--- config.mk ---
export PLATFORM = sky130hd
export DESIGN_NAME = opc_cordic
export DESIGN_NICKNAME = d
export VERILOG_FILES = /design/src/hw/rtl/opc_pkg.sv /design/src/hw/rtl/opc_cordic.sv
export SDC_FILE = /design/constraint.sdc
export NUM_CORES = 2
export LEC_CHECK = 0
export ABC_AREA = 1
export BUFFER_PORTS_ARGS = -buffer_cell sky130_fd_sc_hd__buf_2
export CAP_MARGIN = 20
export CELL_PAD_IN_SITES_DETAIL_PLACEMENT = 1
export CELL_PAD_IN_SITES_GLOBAL_PLACEMENT = 1
export CORE_MARGIN = 2
export CORE_UTILIZATION = 40
export CTS_CLUSTER_DIAMETER = 80
export DETAILED_ROUTE_END_ITERATION = 16
export MAX_ROUTING_LAYER = met4
export PLACE_DENSITY_LB_ADDON = 0.1
export SLEW_MARGIN = 20
export SYNTH_ARGS = -nofsm -noshare
export SYNTH_HDL_FRONTEND = slang
export SYNTH_SLANG_ARGS = --single-unit
--- constraint.sdc ---
create_clock -name clock -period 3.8 [get_ports clock]
set_input_delay 0.19 -clock clock [delete_from_list [all_inputs] [get_ports clock]]
set_output_delay 0.19 -clock clock [all_outputs]
set_load 0.05 [all_outputs]
--- src/hw/rtl/opc_pkg.sv ---
// Shared constants, types and tables for the orbit position calculator.
// Depends on nothing; every other file of the block uses it.
package opc_pkg;

   localparam int CORDIC_STEPS = 16;
   localparam int ANGLE_BITS   = 16;
   localparam int ATAN_ENTRIES = 24;
   localparam int CORDIC_USED  = (CORDIC_STEPS < ATAN_ENTRIES) ? CORDIC_STEPS : ATAN_ENTRIES;

   localparam int DAY_W  = 32;
   localparam int BASE_W = 16;
   localparam int PER_W  = 16;
   localparam int RAD_W  = 10;
   localparam int GAIN_W = 16;
   localparam int CEN_W  = 12;
   localparam int POS_W  = 13;
   localparam int ANG_W  = 16;
   localparam int FRAC_W = 8;
   localparam int MAG_W  = DAY_W + GAIN_W;
   localparam int QUO1_W = MAG_W - FRAC_W;
   localparam int REM_W  = PER_W + FRAC_W;
   localparam int VEC_W  = 18;
   localparam int Z_W    = 34;
   localparam int PROD_W = VEC_W + RAD_W + 1;
   localparam int SUM_W  = 31;
   localparam int Q14    = 14;

   localparam logic signed [VEC_W-1:0] CORDIC_K_Q14 = VEC_W'(9949);

   localparam int CSR_ADDR_W = 4;
   localparam int CSR_DATA_W = 32;
   localparam logic [1:0] REG_CENTER_X   = 2'd0;
   localparam logic [1:0] REG_CENTER_Y   = 2'd1;
   localparam logic [1:0] REG_SPEED_GAIN = 2'd2;
   localparam logic [GAIN_W-1:0] SPEED_GAIN_RESET = GAIN_W'(256);

   localparam logic [31:0] ATAN_TURNS_Q32 [ATAN_ENTRIES] = '{
      32'h20000000, 32'h12E4051E, 32'h09FB385B, 32'h051111D4, 32'h028B0D43,
      32'h0145D7E1, 32'h00A2F61E, 32'h00517C55, 32'h0028BE53, 32'h00145F2F,
      32'h000A2F98, 32'h000517CC, 32'h00028BE6, 32'h000145F3, 32'h0000A2FA,
      32'h0000517D, 32'h000028BE, 32'h0000145F, 32'h00000A30, 32'h00000518,
      32'h0000028C, 32'h00000146, 32'h000000A3, 32'h00000051};

   // Fields that ride along with the phase divider pipeline.
   typedef struct packed {
      logic              neg;
      logic [FRAC_W-1:0] low;
      logic [PER_W-1:0]  period;
      logic [BASE_W-1:0] base;
      logic [RAD_W-1:0]  radius;
      logic              last;
   } side_type;

   typedef struct packed {
      logic             valid;
      logic [ANG_W-1:0] ang16;
      logic [RAD_W-1:0] radius;
      logic             last;
   } tag_type;

endpackage

--- src/hw/rtl/opc_cordic.sv ---
// Rotation-mode CORDIC, one micro-rotation per register stage, with the
// half-turn fold before and the sign restore after. Uses opc_pkg.
module opc_cordic (
   input  logic                             clock,
   input  logic                             reset,
   input  logic                             en,
   input  logic                             in_valid,
   input  logic [opc_pkg::ANGLE_BITS-1:0]   angle,
   input  logic [opc_pkg::RAD_W-1:0]        radius,
   input  logic                             last_in,
   output opc_pkg::tag_type                 out_tag,
   output logic signed [opc_pkg::VEC_W-1:0] cos_q14,
   output logic signed [opc_pkg::VEC_W-1:0] sin_q14
);
   import opc_pkg::*;

   localparam int AB = ANGLE_BITS;
   localparam int N  = CORDIC_USED;

   logic [AB+31:0]     a32_wide;
   logic [AB+ANG_W-1:0] a16_wide;
   logic [31:0]        a32;
   logic signed [Z_W-1:0] z_in;
   logic               flip_in;

   assign a32_wide = {angle, 32'd0} >> AB;
   assign a16_wide = {angle, ANG_W'(0)} >> AB;
   assign a32      = a32_wide[31:0];

   always_comb begin
      unique case (a32[31:30])
         2'b01, 2'b10: begin
            z_in    = Z_W'($signed({2'b00, a32}) - $signed(Z_W'(64'h80000000)));
            flip_in = 1'b1;
         end
         2'b11: begin
            z_in    = Z_W'($signed({2'b00, a32}) - $signed(Z_W'(64'h100000000)));
            flip_in = 1'b0;
         end
         default: begin
            z_in    = $signed({2'b00, a32});
            flip_in = 1'b0;
         end
      endcase
   end

   tag_type               pr_tag_ff;
   logic                  pr_flip_ff;
   logic signed [Z_W-1:0] pr_z_ff;

   always_ff @(posedge clock) begin
      if (reset) pr_tag_ff.valid <= 1'b0;
      else if (en) pr_tag_ff.valid <= in_valid;
   end

   always_ff @(posedge clock) begin
      if (en) begin
         pr_tag_ff.ang16  <= a16_wide[ANG_W-1:0];
         pr_tag_ff.radius <= radius;
         pr_tag_ff.last   <= last_in;
         pr_flip_ff       <= flip_in;
         pr_z_ff          <= z_in;
      end
   end

   tag_type               st_tag_ff  [N];
   logic                  st_flip_ff [N];
   logic signed [VEC_W-1:0] st_x_ff  [N];
   logic signed [VEC_W-1:0] st_y_ff  [N];
   logic signed [Z_W-1:0]   st_z_ff  [N];

   for (genvar i = 0; i < N; i++) begin : g_rot
      tag_type               tag_prev;
      logic                  flip_prev;
      logic signed [VEC_W-1:0] x_prev, y_prev, dx, dy;
      logic signed [Z_W-1:0]   z_prev, step;
      if (i == 0) begin : g_first
         assign tag_prev  = pr_tag_ff;
         assign flip_prev = pr_flip_ff;
         assign x_prev    = CORDIC_K_Q14;
         assign y_prev    = '0;
         assign z_prev    = pr_z_ff;
      end else begin : g_next
         assign tag_prev  = st_tag_ff[i-1];
         assign flip_prev = st_flip_ff[i-1];
         assign x_prev    = st_x_ff[i-1];
         assign y_prev    = st_y_ff[i-1];
         assign z_prev    = st_z_ff[i-1];
      end
      assign dx   = y_prev >>> i;
      assign dy   = x_prev >>> i;
      assign step = $signed({2'b00, ATAN_TURNS_Q32[i]});
      always_ff @(posedge clock) begin
         if (reset) st_tag_ff[i].valid <= 1'b0;
         else if (en) st_tag_ff[i].valid <= tag_prev.valid;
      end
      always_ff @(posedge clock) begin
         if (en) begin
            st_tag_ff[i].ang16  <= tag_prev.ang16;
            st_tag_ff[i].radius <= tag_prev.radius;
            st_tag_ff[i].last   <= tag_prev.last;
            st_flip_ff[i]       <= flip_prev;
            if (!z_prev[Z_W-1]) begin
               st_x_ff[i] <= x_prev - dx;
               st_y_ff[i] <= y_prev + dy;
               st_z_ff[i] <= z_prev - step;
            end else begin
               st_x_ff[i] <= x_prev + dx;
               st_y_ff[i] <= y_prev - dy;
               st_z_ff[i] <= z_prev + step;
            end
         end
      end
   end

   tag_type                 fl_tag_ff;
   logic signed [VEC_W-1:0] fl_x_ff, fl_y_ff;

   always_ff @(posedge clock) begin
      if (reset) fl_tag_ff.valid <= 1'b0;
      else if (en) fl_tag_ff.valid <= st_tag_ff[N-1].valid;
   end

   always_ff @(posedge clock) begin
      if (en) begin
         fl_tag_ff.ang16  <= st_tag_ff[N-1].ang16;
         fl_tag_ff.radius <= st_tag_ff[N-1].radius;
         fl_tag_ff.last   <= st_tag_ff[N-1].last;
         fl_x_ff <= st_flip_ff[N-1] ? -st_x_ff[N-1] : st_x_ff[N-1];
         fl_y_ff <= st_flip_ff[N-1] ? -st_y_ff[N-1] : st_y_ff[N-1];
      end
   end

   assign out_tag = fl_tag_ff;
   assign cos_q14 = fl_x_ff;
   assign sin_q14 = fl_y_ff;
endmodule

* Word-level counts from Yosys, hierarchy flattened
Memory sizes are Yosys's and may differ from the RTL's.
Cells that the tools add are included.
** Storage, ports and cells
- Memories kept :: 5
- Input port bits :: 31
- Logic and storage cells :: 351
- RAM bits :: 1584
- Bits in registers :: 127
- Output and inout port bits :: 64
** Operators by class
- Equality and inequality tests :: 3
- Add/sub/neg operators :: 96
- Bitwise logic cells :: 64
- Reductions and logical operators :: 1
- Mux-type cells :: 170
** Memory list
- st_z_ff :: words 16, width 34, read ports 15, clocked after memory_dff 0, wr ports 16, line opc_cordic.sv:70 : logic signed [Z_W-1:0] st_z_ff [N];
- st_tag_ff :: words 16, width 28, read ports 16, clocked after memory_dff 0, wr ports 16, line opc_cordic.sv:66 : tag_type st_tag_ff [N];
- st_x_ff :: words 16, width 18, read ports 16, clocked after memory_dff 0, wr ports 16, line opc_cordic.sv:68 : logic signed [VEC_W-1:0] st_x_ff [N];
- st_y_ff :: words 16, width 18, read ports 16, clocked after memory_dff 0, wr ports 16, line opc_cordic.sv:69 : logic signed [VEC_W-1:0] st_y_ff [N];
- st_flip_ff :: words 16, width 1, read ports 16, clocked after memory_dff 0, wr ports 16, line opc_cordic.sv:67 : logic st_flip_ff [N];
** Operators by type and width (number)
- $mux W18 :: 34
- $mux W34 :: 16
- $mux W1 :: 119
- $pmux W34 S2 :: 1
- $or A1 B1 Y1 :: 64
- $add A18 B10 Y18 :: 2
- $add A18 B11 Y18 :: 2
- $add A18 B12 Y18 :: 2
- $add A18 B13 Y18 :: 2
- $add A18 B14 Y18 :: 2
- $add A18 B15 Y18 :: 2
- $add A18 B16 Y18 :: 2
- $add A18 B17 Y18 :: 2
- $add A18 B3 Y18 :: 2
- $add A18 B4 Y18 :: 2
- $add A18 B5 Y18 :: 2
- $add A18 B6 Y18 :: 2
- $add A18 B7 Y18 :: 2
- $add A18 B8 Y18 :: 2
- $add A18 B9 Y18 :: 2
- $neg A18 Y18 :: 2
- $sub A18 B10 Y18 :: 2
- $sub A18 B11 Y18 :: 2
- $sub A18 B12 Y18 :: 2
- 49 further kinds :: 62

* Depth between registers and ports, before layout
An unclocked memory read counts as a cell.
- Depth after elaboration :: 5
- Depth in mapped cells :: 22
- Gate-level depth less buffers :: 22

* Least setup slack after synthesis
OpenSTA, ideal clock, no wires.
- Path kind :: input-to-reg
- From :: input en
- To :: memory st_x_ff[5][10] (netlist: st_x_ff[0][100]) (enable)
- Setup slack :: 0.685 ns
- Data arrival time :: 2.663 ns
- Stages :: 4
- Library setup time :: 0.451 ns
- Data required time :: 3.349 ns
- Buffers on the path :: 4
- Cell sequence :: buf_6 buf_6 clkbuf_1 clkbuf_1
** RTL lines
- from (decl) :: line opc_cordic.sv:6 : input logic en,
- to (decl) :: line opc_cordic.sv:68

==> metrics.cfg <==
[layout]
nNetsFinal=14400
fin_cells=17000
area_delta_synth_final_pct=11.1
layout-drive-gt1-share_pct=3.74

[grt]
first_global_vias=91700
grt_pass1_wl_um=518000
antenna_found_initial=3
overflow=0
grt_max_degree=140
grt_usage_pct=24.6

[synthesis]
synth_top_family_by_area=simple AND/OR/NAND/NOR gates
seq_area_frac_synth_pct=42.9
avgSynthCellArea_sq_um=8.23
yosys-top-cells-area=edfxtp_1 43%, nand2_1 13%, ha_1 11%
synth_mux_area_share_pct=0
netlist_instances=13000
synth_ff_type=edfxtp_1
synth_xor_area_share_pct=5.99
synth_largest_area_cell=edfxtp_1
async_flop_share_pct=0
synth_area_sq_um=107000
synthAdderAreaFrac_pct=12.2
synthSimpleGateAreaFrac_pct=22.9
ys_warn_count=0
synth-edff-count=1528
synth_top_area_share_pct=42.9
synth_compound_area_share_pct=9.29
synth_cell_type_count=52
ys_ff_latch=1530

[sta]
fin_crit_ns=3.49
fmax_mhz=287
rsz0062_at_grt=false
worst_pin_slew_ns=1.06
fin_skew_ns=0.0686
min_period_over_period_pct=91.8
drv_slew=0
setup-tns-final_ns=0
slew_headroom_pct=29.5
final_hold_viol_count=0
setup-violations-final=0

[clock_tree]
path_clk_slew_ns=0.06
postCtsSetupBuffers=0
clock_path_buffers=4
htreeDepth=4
cts_tree=done
clk_latency_ns=0.89
cts.sinks=1530
root_buffer=clkbuf_16
cts_made_buffers=185

[setup_path]
start_kind=register
path_max_fanout=5
worstSetupPathType=reg -> reg
cpMaxStageDelayCell=edfxtp_1
crit_chain=inv_1 -> ha_1 -> inv_1 -> nor3_1 -> nand4_1 -> ha_1 -> nand2_1 -> nand2_1 -> inv_1 -> ha_1 -> nand2_1 -> nor2_1 -> nand3_1 -> nand3_1 -> nand2_1 -> nand2_1 -> inv_1 -> nand2_1 -> nand2_1
end_kind=register
worstPathArrival_ns=4.07
worstPathRequired_ns=4.38
timing.critical_path.mode_cell=nand2_1
cpPeakStageDelay_ns=0.48

[min_path]
worstHoldPathType=in -> reg

[floorplanning]
die_h_um=521
coreArea_sq_um=266000
dieArea_sq_um=272000
start_util_pct=40.3
io_pins=95
die_w_um=521
rows=189

[routing]
num_vias=87900
drcViolationCount=0
drt_iter0_markers=4345
ant_nets=0
routed_via_density=5.16
drtPass1Iterations=5
routedWlPerCell_um=19.3
wirelength_um=330000

[run]
cap_violations=0

[placed_design]
place_hpwl_um=270000
dp_cells=16700
port-buffer-count=94
place.gp.congestion=0.916

[outcome]
outcome=complete, no violations

[through the flow]
| stage | utilization [%] | hold slack, ns | setup slack [ns] | area [sq um] |
|---|---|---|---|---|
| floorplan | - | 0.259 | 0.685 | 107000 |
| global placement | 42.3 | 0.367 | 0.443 | 112000 |
| detailed placement | 42.3 | 0.371 | 0.312 | 112000 |
| CTS | 44.7 | 0.00414 | 0.389 | 119000 |
| global route | 44.7 | 0.0460 | 0.0157 | 119000 |
| finish | 44.7 | 0.0844 | 0.313 | 119000 |
[critical path: cells and delay by family (launching register included)]
family / cells / cell delay (ns)
AND/OR/NAND/NOR: 12 / 1.62
adder cells (fa/ha/maj): 3 / 0.88
flip-flops: 1 / 0.48
buffers and inverters: 4 / 0.28
[area by class of cell]
| type | count | area (sq um) |
|---|---|---|
| multi-input combinational | 9584 | 54000 |
| clock buffer | 219 | 4860 |
| inverter | 1843 | 6920 |
| clock inverter | 113 | 1230 |
| fill | 32000 | 147000 |
| antenna | 2 | 5.00 |
| sequential | 1530 | 45900 |
| timing repair buffer | 219 | 1590 |
| tap | 3533 | 4420 |
[final timing paths]
check,from,end,slack (ns),depth (start not counted)
worst max-delay path,st_y_ff[1][9],st_x_ff[1][35],0.31,19
worst min-delay path,angle[11],g_rot[0].tag_prev[22],0.08,2
worst max register to register,st_y_ff[1][9],st_x_ff[1][35],0.31,19
worst min register to register,st_tag_ff[7][14],st_tag_ff[7][42],0.37,0
[cells by family after synthesis]
| group | after synthesis |
|---|---|
| DFF | 1530 |
| and+or+nand+nor | 6014 |
| other | 2 |
| adders and majority gates | 1021 |
| buffers and inverters | 1903 |
| AOI/OAI and AO/OA | 1813 |
| xor gates and xnor gates | 731 |
[layout by cell type, fill, tap and decap left out, types with 8 or more instances in the layout]
cell type,netlist,layout
a211oi_1,13,13
a21boi_0,17,17
a21o_1,95,95
a21oi_1,942,942
a31o_2,10,10
a31oi_1,35,35
and2_1,21,21
buf_2,27,93
buf_4,2,73
bufinv_16,0,19
clkbuf_1,24,29
clkbuf_16,0,190
clkinv_1,0,29
clkinv_2,1,25
clkinv_4,0,11
clkinvlp_4,0,15
dlygate4sd3_1,0,48
edfxtp_1,1528,1528
fa_1,44,44
ha_1,977,977
inv_1,1830,1830
inv_2,12,12
nand2_1,3617,3617
nand2_2,17,17
nand3_1,746,746
nand3b_1,27,27
nand4_1,154,154
nor2_1,1164,1164
nor3_1,236,236
o21a_1,16,16
o21ai_0,509,509
o21ai_1,10,10
o21bai_1,117,117
o31ai_1,33,33
or2_2,8,8
xnor2_1,121,121
xor2_1,609,609
[registers in the layout, summed over array words and instances, names as in the netlist]
register,cells
cos_q14,18
g_rot.flip_prev,1
g_rot.tag_prev,28
g_rot.z_prev,2
out_tag,28
sin_q14,18
st_flip_ff,16
st_tag_ff,448
st_x_ff,268
st_y_ff,268
st_z_ff,435
[synthesized netlist by cell type, types with 2 or more instances]
master    instances
nand2_1        3617
a31o_2           10
edfxtp_1       1528
o21a_1           16
and2_1           21
a211oi_1         13
fa_1             44
inv_2            12
o21ai_2           5
xnor2_1         121
nor3_1          236
o211ai_1          7
ha_1            977
buf_1             5
and3_1            6
nand4_1         154
nor4_1            2
nand2_4           3
a21boi_0         17
o31ai_1          33
nand2b_1          4
buf_2            27
o21bai_1        117
nor2_1         1164
a21oi_1         942
xor2_1          609
o21ai_0         509
dfxtp_1           2
a31oi_1          35
a21o_1           95
nand2_2          17
clkbuf_1         24
buf_4             2
conb_1            2
nand3_1         746
and2_0            4
o21ai_1          10
nand3b_1         27
inv_1          1830
or2_2             8
buf_6             2
[what timing repair did]
action	CTS	global route
endpoints found under the setup margin	0	0
hold buffers	48	0
gates resized for setup	0	0
endpoints found under the hold margin	114	0
[per-layer routing]
layer / vias up / wire [um] / GRT usage [%] / share of wire [%]
met2: 1051 / 156000 / 41.2 / 47
met3: 432 / 8720 / 2.15 / 2.6
li1: 44100 / - / - / -
met5: - / 0 / - / 0
met4: 0 / 9370 / 6.52 / 2.8
met1: 42300 / 155000 / 32.1 / 47
Power is left out: the tool's default activity adds up to more than one toggle a clock period on the data nets, which glitch-free logic cannot reach.
