## src/hw/rtl/opc_pkg.sv

```systemverilog
// Shared constants, types and tables for the orbit position calculator.
// Depends on nothing; every other file of the block uses it.
package opc_pkg;

   localparam int CORDIC_STEPS = 16;
   localparam int ANGLE_BITS   = 16;
   localparam int ATAN_ENTRIES = 24;
   localparam int CORDIC_USED  = (CORDIC_STEPS < ATAN_ENTRIES) ? CORDIC_STEPS : ATAN_ENTRIES;

   localparam int DAY_W  = 32;
   localparam int BASE_W = 16;
   localparam int PER_W  = 16;
   localparam int RAD_W  = 10;
   localparam int GAIN_W = 16;
   localparam int CEN_W  = 12;
   localparam int POS_W  = 13;
   localparam int ANG_W  = 16;
   localparam int FRAC_W = 8;
   localparam int MAG_W  = DAY_W + GAIN_W;
   localparam int QUO1_W = MAG_W - FRAC_W;
   localparam int REM_W  = PER_W + FRAC_W;
   localparam int VEC_W  = 18;
   localparam int Z_W    = 34;
   localparam int PROD_W = VEC_W + RAD_W + 1;
   localparam int SUM_W  = 31;
   localparam int Q14    = 14;

   localparam logic signed [VEC_W-1:0] CORDIC_K_Q14 = VEC_W'(9949);

   localparam int CSR_ADDR_W = 4;
   localparam int CSR_DATA_W = 32;
   localparam logic [1:0] REG_CENTER_X   = 2'd0;
   localparam logic [1:0] REG_CENTER_Y   = 2'd1;
   localparam logic [1:0] REG_SPEED_GAIN = 2'd2;
   localparam logic [GAIN_W-1:0] SPEED_GAIN_RESET = GAIN_W'(256);

   localparam logic [31:0] ATAN_TURNS_Q32 [ATAN_ENTRIES] = '{
      32'h20000000, 32'h12E4051E, 32'h09FB385B, 32'h051111D4, 32'h028B0D43,
      32'h0145D7E1, 32'h00A2F61E, 32'h00517C55, 32'h0028BE53, 32'h00145F2F,
      32'h000A2F98, 32'h000517CC, 32'h00028BE6, 32'h000145F3, 32'h0000A2FA,
      32'h0000517D, 32'h000028BE, 32'h0000145F, 32'h00000A30, 32'h00000518,
      32'h0000028C, 32'h00000146, 32'h000000A3, 32'h00000051};

   // Fields that ride along with the phase divider pipeline.
   typedef struct packed {
      logic              neg;
      logic [FRAC_W-1:0] low;
      logic [PER_W-1:0]  period;
      logic [BASE_W-1:0] base;
      logic [RAD_W-1:0]  radius;
      logic              last;
   } side_type;

   typedef struct packed {
      logic             valid;
      logic [ANG_W-1:0] ang16;
      logic [RAD_W-1:0] radius;
      logic             last;
   } tag_type;

endpackage

```

## src/hw/rtl/opc_position.sv

```systemverilog
// Screen position: radius products added to center x and subtracted from
// center y, truncation toward zero, saturate to 13 bits. Holds the result register. Uses opc_pkg.
module opc_position (
   input  logic                             clock,
   input  logic                             reset,
   input  logic                             en,
   input  logic [opc_pkg::CEN_W-1:0]        center_x,
   input  logic [opc_pkg::CEN_W-1:0]        center_y,
   input  opc_pkg::tag_type                 in_tag,
   input  logic signed [opc_pkg::VEC_W-1:0] cos_q14,
   input  logic signed [opc_pkg::VEC_W-1:0] sin_q14,
   output logic                             out_valid,
   output logic signed [opc_pkg::POS_W-1:0] pos_x,
   output logic signed [opc_pkg::POS_W-1:0] pos_y,
   output logic [opc_pkg::ANG_W-1:0]        angle_turns,
   output logic                             last_out
);
   import opc_pkg::*;

   localparam int SHIFTED_W = SUM_W - Q14;
   localparam logic signed [SHIFTED_W-1:0] POS_MAX = SHIFTED_W'(4095);
   localparam logic signed [SHIFTED_W-1:0] POS_MIN = -SHIFTED_W'(4096);

   function automatic logic signed [POS_W-1:0] to_pixel(logic signed [SUM_W-1:0] s);
      logic signed [SUM_W-1:0]     adj;
      logic signed [SHIFTED_W-1:0] q;
      adj = s[SUM_W-1] ? SUM_W'(s + SUM_W'((1 << Q14) - 1)) : s;
      q   = SHIFTED_W'(adj >>> Q14);
      if (q > POS_MAX) return POS_W'(POS_MAX);
      if (q < POS_MIN) return POS_W'(POS_MIN);
      return q[POS_W-1:0];
   endfunction

   tag_type                  mu_tag_ff;
   logic signed [PROD_W-1:0] mu_px_ff, mu_py_ff;
   logic signed [RAD_W:0]    rad_s;

   assign rad_s = $signed({1'b0, in_tag.radius});

   always_ff @(posedge clock) begin
      if (reset) mu_tag_ff.valid <= 1'b0;
      else if (en) mu_tag_ff.valid <= in_tag.valid;
   end

   always_ff @(posedge clock) begin
      if (en) begin
         mu_tag_ff.ang16  <= in_tag.ang16;
         mu_tag_ff.radius <= in_tag.radius;
         mu_tag_ff.last   <= in_tag.last;
         mu_px_ff <= PROD_W'(cos_q14 * rad_s);
         mu_py_ff <= PROD_W'(sin_q14 * rad_s);
      end
   end

   logic signed [SUM_W-1:0] sum_x, sum_y;
   assign sum_x = $signed({1'b0, center_x, Q14'(0)}) + SUM_W'(mu_px_ff);
   assign sum_y = $signed({1'b0, center_y, Q14'(0)}) - SUM_W'(mu_py_ff);

   logic                    out_v_ff;
   logic signed [POS_W-1:0] pos_x_ff, pos_y_ff;
   logic [ANG_W-1:0]        ang_ff;
   logic                    last_ff;

   always_ff @(posedge clock) begin
      if (reset) out_v_ff <= 1'b0;
      else if (en) out_v_ff <= mu_tag_ff.valid;
   end

   always_ff @(posedge clock) begin
      if (en) begin
         pos_x_ff <= to_pixel(sum_x);
         pos_y_ff <= to_pixel(sum_y);
         ang_ff   <= mu_tag_ff.ang16;
         last_ff  <= mu_tag_ff.last;
      end
   end

   assign out_valid   = out_v_ff;
   assign pos_x       = pos_x_ff;
   assign pos_y       = pos_y_ff;
   assign angle_turns = ang_ff;
   assign last_out    = last_ff;
endmodule

```

## config.mk

```make
export PLATFORM = sky130hd
export DESIGN_NAME = opc_position
export DESIGN_NICKNAME = d
export VERILOG_FILES = /design/src/hw/rtl/opc_pkg.sv /design/src/hw/rtl/opc_position.sv
export SDC_FILE = /design/constraint.sdc
export NUM_CORES = 1
export LEC_CHECK = 0
export BUFFER_PORTS_ARGS = -buffer_cell sky130_fd_sc_hd__buf_2
export CORE_UTILIZATION = 58
export CTS_BUF_LIST = sky130_fd_sc_hd__clkbuf_4
export DETAILED_ROUTE_END_ITERATION = 6
export PLACE_DENSITY = 0.75
export SETUP_SLACK_MARGIN = 0.15
export SLEW_MARGIN = 20
export SYNTH_ARGS = -nofsm -noshare
export SYNTH_HDL_FRONTEND = slang
export SYNTH_SLANG_ARGS = --single-unit
```

## constraint.sdc

```tcl
create_clock -name clock -period 21.1 [get_ports clock]
set_clock_uncertainty 0.15 [all_clocks]
set_input_delay 3.165 -clock clock [delete_from_list [all_inputs] [get_ports clock]]
set_output_delay 3.165 -clock clock [all_outputs]
set_load 0.005 [all_outputs]
```

## Word level (Yosys, flattened, before mapping)

Cells that the tools add are included.

| cells by class | value |
|---|---|
| add/subtract/negate cells | 4 |
| multipliers | 2 |
| div/mod/pow operators | 0 |
| $lt $le $gt $ge | 4 |
| equal/unequal tests | 0 |
| shift operators | 0 |
| muxes and demuxes | 20 |
| bitwise logic cells | 0 |
| reductions and logical operators | 0 |

Operator list:

| cell | count |
|---|---|
| $mux W13 | 8 |
| $add A30 B15 Y31 const B | 2 |
| $mux W31 | 2 |
| $mul A18 B11 Y29 | 2 |
| $gt A17 B13 Y1 const B | 2 |
| $lt A17 B13 Y1 const B | 2 |
| $add A27 B29 Y30 | 1 |
| $sub A27 B29 Y30 | 1 |
| $mux W1 | 10 |

| storage, ports and cells | value |
|---|---|
| register bits after elaboration | 120 |
| bits in latches | 0 |
| RAM bits | 0 |
| memory bits (read-only) | 0 |
| input port bits | 91 |
| output and inout port bits | 44 |
| logic and storage cells | 40 |
| memories | 0 |

## Depth between registers and ports, before layout

Gate-level depths: netlist of run 1.

| logic depth | value |
|---|---|
| depth in word-level cells | 10 |
| gate-level depth with buffers | 25 |
| depth with buffers taken out | 23 |

## Worst setup path before layout of run 1

No wires, ideal clock.

| timing path | value |
|---|---|
| path type | input-to-reg |
| start point | input in_tag[5] (netlist name) |
| end point | register mu_px_ff[28], data pin |
| library setup time | 0.260 ns |
| arrival | 8.631 ns |
| setup slack | 12.059 ns |
| cell stages on the path | 23 |
| buffers on the path | 2 |
| cell sequence | clkbuf_1 -> clkbuf_1 -> nand2_1 -> fa_1 -> fa_1 -> inv_1 -> fa_1 -> fa_1 -> inv_1 -> fa_1 -> inv_1 -> ha_1 -> a21o_1 -> a21o_1 -> a311o_1 -> o21ai_0 -> a21oi_1 -> a221oi_1 -> nor2b_1 -> o31ai_1 -> nand2b_1 -> a21oi_1 -> xnor2_1 |

| between the ends | value |
|---|---|
| cells in the longest elaborated chain, start to end | 1 |

Ends and longest elaborated chain:

| what | line | source |
|---|---|---|
| start, declared | opc_position.sv:9 | `input opc_pkg::tag_type in_tag,` |
| $mul A18 B11 Y29 | opc_position.sv:50 | `mu_px_ff <= PROD_W'(cos_q14 * rad_s);` |
| end signal, assigned | opc_position.sv:50 |  |
| end, declared | opc_position.sv:35 | `logic signed [PROD_W-1:0] mu_px_ff, mu_py_ff;` |

No other way between the ends.
A chain may end at the register's enable or synchronous reset.

## Worst setup path after layout of run 1

Same ends and word-level chain as after synthesis.

==> results of run 1 <==
[critical path, stage by stage]
cell and delay [ps]:
buf_2 520, nand2_1 170, fa_1 530, fa_1 510, inv_1 50, fa_1 470, fa_1 540, inv_1 50
fa_1 520, inv_1 40, ha_1 340, a21o_1 170, a21o_1 180, a311o_1 360, o21ai_0 240, a21oi_1 200
a221oi_1 430, nor2b_1 120, o31ai_1 260, nand2b_1 90, a21oi_1 170, xnor2_1 80
[final cells by class]
class	instances	area [um^2]	share of cell area, %
Sequential cell	120	3583	17.28
Clock inverter	15	186.4	0.8992
Antenna cell	3	7.507	0.03621
Clock buffer	17	127.6	0.6156
Timing Repair Buffer	137	695.7	3.355
Inverter	430	1614	7.785
Multi-Input combinational cell	1421	13960	67.36
Tap cell	442	553.0	2.667
[flip-flops by register name (all words and copies together) (netlist names)]
signal	cells
angle_turns	16
out_valid	1
mu_py_ff	29
pos_y	13
mu_tag_ff	18
mu_px_ff	29
pos_x	13
last_out	1
[cells in the mapped netlist, types with 19 or more instances]
library cell and instances:
xor2_1 26, inv_1 430, fa_1 323, and2_1 171, nor3_1 19, nand2_1 247
clkbuf_1 68, a21o_1 24, a21oi_1 58, edfxtp_1 118, nand3_1 26, o21ai_0 49
xnor2_1 78, ha_1 156, nor2_1 64
[kinds of logic (layout without fill, tap and decap cells)]
kind of cell	count (synthesis)	count (layout)	synth area share, %
AOI/OAI and AO/OA	220	220	7.505
xor gates and xnor gates	105	105	4.765
adders and majority gates	479	479	43.27
buffers and inverters	505	599	9.807
DFF	120	120	18.42
muxes	6	6	0.3087
other	0	3	0
and+or+nand+nor	611	611	15.93
[power breakdown]
part | internal (mW) | switching (mW) | total, mW | leakage [nW]
Sequential | 0.485 | 0.0395 | 0.525 | 1.16
Clock | 0.0846 | 0.103 | 0.188 | 0.169
Combinational | 1.09 | 1.38 | 2.46 | 8.76
Total | 1.66 | 1.52 | 3.18 | 10.1
[layer usage]
layer,track usage (%),part of all wire (%),vias up
met4,6.479,1.8,2
li1,-,-,6544
met1,34.01,44,6990
met5,0,0.025,-
met2,41.77,49,365
met3,3.598,4.8,43
[per-stage QoR]
step	utilization, %	power (mW)	std cells	worst slack (ps)	hold slack [ps]
after floorplan	-	2.506	2046	12060	250.3
after global placement	62.26	2.918	2550	11540	250.4
after detailed placement	62.26	2.990	2550	11460	256.3
after CTS	63.22	3.200	2582	12100	286.7
after global routing	63.24	3.572	2585	11600	294.2
final	63.24	3.176	2585	12040	284.3
[worst max-delay path by stage]
| stage | end | depth (start not counted) | startpoint | slack (ps) |
|---|---|---|---|---|
| 2_1_floorplan | mu_px_ff[28] | 23 | in_tag[5] | 12060 |
| 3_3_place_gp | mu_px_ff[28] | 22 | in_tag[5] | 11540 |
| 3_5_place_dp | mu_px_ff[28] | 22 | in_tag[5] | 11460 |
| 4_1_cts | mu_px_ff[28] | 22 | in_tag[5] | 12100 |
| 5_1_grt | mu_px_ff[28] | 22 | in_tag[5] | 11600 |
| 6_report | mu_px_ff[28] | 22 | in_tag[5] | 12040 |
==> out/results.ini, run 1 <==
[outcome]
status = completed

[placed_design]
postPlaceCellArea_mm2 = 0.02041
dp_hpwl_um = 31850
portBuffers = 134
gp_congestion = 0.8643

[route]
num_vias = 13940
wl_um = 39450
dr.first_iter.drc_count = 842
drc = 0
via_per_inst = 5.394
final_antenna_net_count = 0
first_pass_iters = 5
routedWlPerCell_um = 15.26

[synth]
syn_area_mm2 = 0.01946
synth_area_leaders = fa_1 33%, edfxtp_1 18%, ha_1 10%
synthCells = 2046
yosysWarnings = 0
synthArstFlopShare_pct = 0
synth-seq-area-share_pct = 18.42
synth.distinct_cells = 72
syn_nets = 2616
synth_area_per_cell_um2 = 9.509
synth_area_leader_cell = fa_1
synth_top_area_share_pct = 33.23
synth_edf_count = 118
dominantRegCellSynth = edfxtp_1
ys_ff_latch = 120

[final_layout]
fin_nets = 2697
final_cell_mix = 430 x inv_1, 323 x fa_1, 247 x nand2_1
fin_area_mm2 = 0.02073
final_common_cell = inv_1
area_growth_pct = 6.560
drive_above_1_share_pct = 9.486
nFillCells = 2831

[min_path]
min_path_cells = 0
min_to = angle_turns[14]
min_from = mu_tag_ff[25]
hp-class = reg -> reg

[timing]
slew_headroom_pct = 43.06
fmax_mhz = 110.4
hold_viol = 0
rsz0062_at_grt = false
slew_viol_final = 0
setup-tns-final_ps = 0
period_share_pct = 42.92
layout_min_cycle_time_ps = 9055
setup_viol = 0
tightest_slew_ps = 854.1

[power]
p_per_area_mw_per_mm2 = 153.2
ir_drop_v = 0.0001228
p_leak_nw = 10.09

[floorplan]
start_util_pct = 59.35
fp.dieH_um = 185.2
rows = 66
die_x_um = 185.2
ioPinCount = 135
core-area_mm2 = 0.03278
dieArea_mm2 = 0.03428

[critical_path]
reg2reg_slack_ps = 16680
cp.arrival_ps = 9250
critical_path.max_fanout = 36
path_class = in -> reg
r2r-start = mu_px_ff[14]
endpoint_kind = flip-flop
crit_path_start_kind = input pin
reg2regPathDepth = 13
cp_data_required_time_ps = 21300
r2r-end = pos_x[2]

[cts]
post-cts-setup-buffers = 0
clk_latency_ps = 580
root_buffer = clkbuf_4
cts_buffers = 17
clockBufferDepth = 2
cts_hold_buf = 0
ctsResizeCount = 0
cts_num_sinks = 120
cts_tree = built
path_clk_slew_ps = 140
htreeDepth = 4

[global_route]
grt_pass1_vias = 14640
overflow = 0
grtUsageTotal_pct = 24.93
grt_pass1_wl_um = 68000
antenna_found_initial = 4
grt_max_degree = 45

[job]
drv_cap = 0

Note: power is estimated with default switching activity, not from simulation.
==> inputs of run 2 (changes only) <==
clock period = 9.25 ns   (was 21.1 ns; I/O delays follow)
==> run 2 against run 1 <==
Critical path depth unchanged; first-iteration DRC count decreased by 2.7%; register-to-register slack got worse by 12000 ps; sequential power increased by 130%; combinational power increased by 130%; via count decreased by 0.23%; power increased by 130%; critical path type unchanged; final cell count increased by 0.12%; clock power increased by 130%; global-route usage decreased by 0.20 points; largest cell class unchanged.
==> out/results.ini, run 2 (synthesized netlist as in run 1, its figures left out) <==
[route]
dr.first_iter.drc_count = 819  ; was 842
wl_um = 39310  ; was 39450 um
drc = 0  ; unchanged
first_pass_iters = 7  ; was 5
routedWlPerCell_um = 15.19  ; was 15.26 um
num_vias = 13910  ; was 13.94k
via_per_inst = 5.376  ; was 5.394
final_antenna_net_count = 0  ; unchanged

[cts]
post-cts-setup-buffers = 0  ; unchanged
cts_tree = built  ; unchanged
root_buffer = clkbuf_4  ; unchanged
cts_num_sinks = 120  ; unchanged
path_clk_slew_ps = 140  ; about the same
cts_buffers = 17  ; unchanged
clk_latency_ps = 560  ; was 580 ps
htreeDepth = 4  ; unchanged
clockBufferDepth = 2  ; unchanged
ctsResizeCount = 0  ; unchanged
cts_hold_buf = 0  ; unchanged

[global_route]
grtUsageTotal_pct = 24.73  ; was 24.93%
antenna_found_initial = 4  ; unchanged
grt_pass1_wl_um = 67520  ; was 68000 um
grt_max_degree = 45  ; unchanged
grt_pass1_vias = 14530  ; was 14.64k
overflow = 0  ; unchanged

[timing]
setup_viol = 0  ; unchanged
setup-tns-final_ps = 0  ; unchanged
holdWs_ps = 285.7  ; was 284.3 ps
slew_viol_final = 0  ; unchanged
hold_viol = 0  ; unchanged
fmax_mhz = 138.0
tightest_slew_ps = 835.7  ; was 854.1 ps
rsz0062_at_grt = false  ; unchanged
period_share_pct = 78.33
slew_headroom_pct = 44.29  ; was 43.06%
layout_min_cycle_time_ps = 7246

[critical_path]
max_stage_delay_ps = 550  ; was 540 ps
crit_path_frequent_cell = fa_1  ; unchanged
path_cells = buf_2 > nand2_1 > fa_1 > fa_1 > inv_1 > fa_1 > fa_1 > inv_1 > fa_1 > inv_1 > ha_1 > a21o_1 > a21o_1 > a311o_1 > o21ai_0 > a21oi_1 > a221oi_1 > nor2b_1 > o31ai_1 > nand2b_1 > a21oi_1 > xnor2_1  ; unchanged
critical_path.max_fanout = 36  ; unchanged
r2r-start = mu_px_ff[14]  ; unchanged
critPathSlowestCell = buf_2  ; was fa_1
cp_data_required_time_ps = 9430  ; was 21300 ps
cp.arrival_ps = 7420  ; was 9250 ps
path_class = in -> reg  ; unchanged
crit_path_start_kind = input pin  ; unchanged
endpoint_kind = flip-flop  ; unchanged
crit_start = in_tag[8]  ; was in_tag[5]

[final_layout]
final_common_cell = inv_1  ; unchanged
area_growth_pct = 6.695  ; was 6.560%
fin_nets = 2700  ; was 2697
final_cell_mix = 430 x inv_1, 323 x fa_1, 247 x nand2_1  ; unchanged
drive_above_1_share_pct = 9.613  ; was 9.486%
largestRegisters = mu_px_ff: 29 flops, mu_py_ff: 29 flops, mu_tag_ff: 18 flops  ; unchanged
nFillCells = 2782  ; was 2831

[placed_design]
portBuffers = 134  ; unchanged
gp_congestion = 0.8680  ; was 0.8643
dp_hpwl_um = 32140  ; was 31850 um

[power]
p_per_area_mw_per_mm2 = 347.9  ; was 153.2 mW/mm^2
p_leak_nw = 10.11  ; was 10.09 nW
ir_drop_v = 0.0002396  ; was 0.0001228 V

[floorplan]
start_util_pct = 59.35  ; unchanged
rows = 66  ; unchanged
core-area_mm2 = 0.03278  ; unchanged
die_x_um = 185.2  ; unchanged
ioPinCount = 135  ; unchanged
dieArea_mm2 = 0.03428  ; unchanged
fp.dieH_um = 185.2  ; unchanged

[min_path]
min_from = mu_tag_ff[0]  ; was mu_tag_ff[25]
hp-class = reg -> reg  ; unchanged

[outcome]
status = completed  ; unchanged

[job]
drv_cap = 0  ; unchanged

==> run 2: cell types whose count changed in the layout (fill, tap and decap cells not counted) <==
| cell | change |
|---|---|
| buf_4 | +3 |
| clkinv_4 | +3 |
| inv_6 | -3 |
| clkinvlp_4 | -1 |
| inv_8 | +1 |
==> run 2: layer usage <==
layer / up-vias / GRT usage, % / share of wire, %
li1: 6530 / - / -
met1: 6969 / 34.02 / 44
met2: 382 / 41.07 / 49
met3: 29 / 4.050 / 6.2
met4: 2 / 5.653 / 1.4
met5: - / 0 / 0.033
==> run 2: final timing paths <==
check	to	slack [ps]	depth (start not counted)
setup / recovery	mu_px_ff[28]	2000	22
hold / removal	last_out	290	0
setup reg to reg	pos_x[4]	4820	13
hold reg to reg	last_out	290	0
==> run 2: layout make-up <==
cell class | instances | area (um^2) | area share (%)
antenna | 3 | 7.507 | 0.03616
clock buffer | 17 | 127.6 | 0.6148
clock inverter | 15 | 190.2 | 0.9162
inverter | 430 | 1614 | 7.775
multi-input combinational | 1421 | 13960 | 67.27
sequential | 120 | 3583 | 17.26
tap | 442 | 553.0 | 2.664
timing repair buffer | 140 | 718.2 | 3.460
==> run 2: critical path, delay by kind of cell <==
| family | cells | cell delay [ps] |
|---|---|---|
| XOR/XNOR | 1 | 80 |
| adder cells (fa/ha/maj) | 6 | 2880 |
| AO/OA/AOI/OAI | 8 | 1990 |
| AND/OR/NAND/NOR | 3 | 370 |
| buffers and inverters | 4 | 690 |
==> run 2: metrics by stage <==
| step | setup slack, ps | cell area [um^2] | total power, mW | utilization [%] | std cells |
|---|---|---|---|---|---|
| 5_1_grt | 1600 | 20760 | 8.098 | 63.32 | 2588 |
| 2_1_floorplan | 1987 | 19460 | 5.717 | - | 2046 |
| 4_1_cts | 2073 | 20750 | 7.291 | 63.30 | 2585 |
| 3_3_place_gp | 1518 | 20430 | 6.654 | 62.33 | 2553 |
| 6_report | 2004 | 20760 | 7.221 | 63.32 | 2588 |
| 3_5_place_dp | 1433 | 20430 | 6.804 | 62.33 | 2553 |
==> run 2: report_power, final <==
group | switching (mW) | total (mW) | internal (mW)
logic | 3.13 | 5.60 | 2.47
clock network | 0.233 | 0.427 | 0.194
registers | 0.0910 | 1.20 | 1.11
total | 3.45 | 7.22 | 3.77
